`config.mk`:
```
export PLATFORM = sky130hd
export DESIGN_NAME = apsp_relax
export DESIGN_NICKNAME = d
export VERILOG_FILES = /design/src/hw/rtl/apsp_pkg.sv /design/src/hw/rtl/apsp_relax.sv
export SDC_FILE = /design/constraint.sdc
export NUM_CORES = 1
export LEC_CHECK = 0
export ABC_CLOCK_PERIOD_IN_PS = 4710
export BUFFER_PORTS_ARGS = -buffer_cell sky130_fd_sc_hd__clkbuf_2
export CAP_MARGIN = 20
export CORE_MARGIN = 1
export CORE_UTILIZATION = 30
export DETAILED_ROUTE_END_ITERATION = 12
export GPL_ROUTABILITY_DRIVEN = 0
export PLACE_DENSITY_LB_ADDON = 0.3
export REMOVE_ABC_BUFFERS = 1
export SLEW_MARGIN = 20
export SYNTH_ARGS = -nofsm -noshare
export SYNTH_HDL_FRONTEND = slang
export SYNTH_SLANG_ARGS = --single-unit
```
`constraint.sdc`:
```
create_clock -name vclk -period 4.71
set_input_delay 0.7065 -clock vclk [all_inputs]
set_output_delay 0.7065 -clock vclk [all_outputs]
set_load 0.01 [all_outputs]
```
`src/hw/rtl/apsp_pkg.sv`:
```
package apsp_pkg;

  localparam int DEFAULT_MAX_VERTICES = 16;

  localparam int OP_W     = 2;
  localparam int ROW_W    = 4;
  localparam int COL_W    = 4;
  localparam int WEIGHT_W = 16;
  localparam int DIST_W   = 20;
  localparam int VC_W     = 5;

  localparam logic [VC_W-1:0]   VC_RESET = VC_W'(16);
  localparam logic [DIST_W-1:0] DIST_MAX = {DIST_W{1'b1}};

  typedef enum logic [OP_W-1:0] {
    OP_WRITE = 2'd0,
    OP_RUN   = 2'd1,
    OP_READ  = 2'd2
  } op_t;

  typedef struct packed {
    logic              vld;
    logic              off_diag;
    logic [DIST_W-1:0] a;
    logic [DIST_W-1:0] b;
    logic [DIST_W-1:0] cur;
  } relax_req_t;

  typedef struct packed {
    logic              we;
    logic [DIST_W-1:0] data;
  } relax_wr_t;

endpackage

```
`src/hw/rtl/apsp_relax.sv`:
```
module apsp_relax import apsp_pkg::*; (
  input  relax_req_t req,
  output relax_wr_t  wr
);

  logic [DIST_W:0]   sum;
  logic [DIST_W-1:0] sat;

  assign sum = {1'b0, req.a} + {1'b0, req.b};
  assign sat = sum[DIST_W] ? DIST_MAX : sum[DIST_W-1:0];

  assign wr.data = sat;
  assign wr.we   = req.vld && req.off_diag && (req.a != '0) && (req.b != '0) &&
                   ((sat < req.cur) || (req.cur == '0));

endmodule

```
==> results.sh <==
export IMPL_vias=2201
export IMPL_via_per_inst=5.27
export IMPL_yosys_mux_area_fraction_pct=0.653
export IMPL_syn_area_um2=1720
export IMPL_worstPathCellList="clkbuf_2 -> ha_4 -> fa_2 -> a211oi_2 -> nor3_2 -> o21ai_2 -> a21oi_2 -> nor3b_4 -> buf_6 -> buf_4 -> nand2_2 -> ha_4 -> a211oi_2 -> o21bai_1 -> a221oi_1 -> o21a_1 -> o2111a_1 -> o31a_1 -> buf_2"
export IMPL_netlist_cell_type_count=40
export IMPL_port_buffers=83
export IMPL_syn_avg_cell_area_um2=6.81
export IMPL_place_ws_ps=-89.0
export IMPL_die_y_um=77.8
export IMPL_maxCapViolations=0
export IMPL_synth_area_leaders="ha_1 28%, a21oi_1 7.0%, nand2_1 6.5%"
export IMPL_initial_core_util_pct=31.3
export IMPL_tns_ps=0
export IMPL_placed_cells_incl_taps=413
export IMPL_grt_max_degree=10
export IMPL_n_antenna_cell=0
export IMPL_area_growth_syn_to_layout_pct=45.3
export IMPL_finalCritPeriodShare_pct=97.8
export IMPL_finalHoldViolCount=0
export IMPL_ys_warn_count=0
export IMPL_rsz0062_at_grt="yes"
export IMPL_drcViolationCount=0
export IMPL_final_cells=418
export IMPL_routedWlPerCell_um=13.8
export IMPL_ant_nets=0
export IMPL_pwr_share_comb_pct=100.0
export IMPL_crit_required_ps=4000
export IMPL_yosysTopAreaCell="ha_1"
export IMPL_switching_share_pct=55.1
export IMPL_syn_inst=253
export IMPL_crit_family="compound AO/OA/AOI/OAI gates"
export IMPL_synth_seq_area_share_pct=0
export IMPL_crit_path_start_kind="primary input"
export IMPL_rows=27
export IMPL_die_area_um2=6050
export IMPL_clockPowerShare_pct=0
export IMPL_finalWirelength_um=5770
export IMPL_worst_pin_slew_ps=410
export IMPL_drive_above_1_share_pct=37.9
export IMPL_fin_nets=450
export IMPL_overflow=0
export IMPL_layout_commonest_cell="clkbuf_2"
export IMPL_powerDensity_nw_per_um2=163
export IMPL_hold_path_class="primary input to output port"
export IMPL_critPathKind="primary input to output port"
export IMPL_relSlewSlack_pct=72.4
export IMPL_p_seq_share_pct=0
export IMPL_crit_slowest_cell="fa_2"
export IMPL_yosysTopAreaCellShare_pct=28.3
export IMPL_finalSetupViolCount=0
export IMPL_endpoint_kind="output port"
export IMPL_dp_hpwl_um=5000
export IMPL_yosys_area_share_simple_pct=25.2
export IMPL_core_area_um2=5510
export IMPL_drtIter0Drc=62
export IMPL_grt_pass1_vias=1977
export IMPL_finalWorstSetupSlack_ps=106
export IMPL_dr_pass1_iters=4
export IMPL_p_sw_w=0.000225
export IMPL_peakVddDrop_uv=62.7
export IMPL_cp_slowest_stage_delay_ps=340
export IMPL_hold_depth=4
export IMPL_n_clock_buffer=0
export IMPL_p_leak_nw=1.20
export IMPL_die_w_um=77.8
export IMPL_synth_top_family_by_area="compound AO/OA/AOI/OAI gates"
export IMPL_synthAdderAreaFrac_pct=29.5
export IMPL_synth_compound_area_share_pct=30.3
export IMPL_final_core_util_pct=45.5
export IMPL_timing_fmax_mhz=217
export IMPL_crit_fanout=5
export IMPL_power_w=0.000409
export IMPL_cp_depth=19
export IMPL_grt_pass1_wl_um=8740
export IMPL_design_seq_count=0
export IMPL_slew_violations=0
export IMPL_layout_common_cells="82 x clkbuf_2, 31 x ha_1, 25 x nand2_1, 24 x inv_1, 23 x a21oi_1"
export IMPL_ioPinCount=83
export IMPL_cp_num_buf_inv=4
export IMPL_outcome="finished, final reports clean"
export IMPL_seqCellArea_um2=0
export IMPL_synth_xor_area_share_pct=7.11
export IMPL_antenna_found_initial=0
export IMPL_period_minus_slack_ps=4600
export IMPL_track_usage_pct=17.1
export IMPL_postCtsHoldBufs=0
export IMPL_arrival_ps=3900
export IMPL_intPower_w=0.000183
-- cell type report --
type | instances | area [um^2]
fillers | 600 | 3000
inverters | 24 | 90.1
multi-input cells | 224 | 1790
well taps | 72 | 90.1
repair buffers | 98 | 539
-- routing by layer --
metal	routed length [um]	global-route usage (%)	up-vias
li1	-	-	1144
met1	2820	24.6	1001
met2	2760	30.0	56
met3	187	0.235	0
met4	0	0	0
met5	0	0	-
-- Yosys cell counts (2+ instances only) --
cell type and count:
o21ai_0 21, nor4_1 17, xnor2_1 8, o211ai_1 4
o21bai_1 3, o21ai_1 2, nand2b_1 2, a21oi_2 2
nand3_1 12, xor2_1 6, clkbuf_1 2, a211oi_2 2
buf_6 2, nor3_1 4, nand2_1 30, nor2_1 12
and3_1 3, a21oi_1 24, inv_1 24, a211oi_1 6
a221oi_1 2, o21a_1 3, a21o_1 4, nand4_1 3
ha_1 39, a21boi_0 2
-- timing repair --
action / CTS / global route
setup buffers: 2 / 3
resized for setup: 4 / 33
endpoints found under the setup margin: 1 / 1
pin swaps: 2 / 12
-- path summary, 6_finish.rpt --
kind	start	end	slack, ps
setup / recovery	req[20]	wr[20]	110
hold / removal	req[60]	wr[20]	1830
-- power by group through the flow --
| stage | clock network, W | logic [W] | registers (W) |
|---|---|---|---|
| 2_1_floorplan | 0 | 0.000219 | 0 |
| 3_3_place_gp | 0 | 0.000345 | 0 |
| 3_5_place_dp | 0 | 0.000347 | 0 |
| 4_1_cts | 0 | 0.000354 | 0 |
| 5_1_grt | 0 | 0.000451 | 0 |
| 6_report | 0 | 0.000409 | 0 |
-- logic make-up after synthesis --
kind of cell	Yosys count
AND/OR/NAND/NOR	87
AO/OA/AOI/OAI	82
adder cells (fa/ha/maj)	40
buffers and inverters	29
XOR/XNOR	14
multiplexers	1
-- per-stage QoR --
step	hold slack (ps)	area [um^2]
3_5_place_dp	1820	2270
5_1_grt	1850	2500
3_3_place_gp	1810	2270
4_1_cts	1820	2290
6_report	1830	2500
2_1_floorplan	1620	1690
Note: power is estimated with default switching activity, not from simulation.
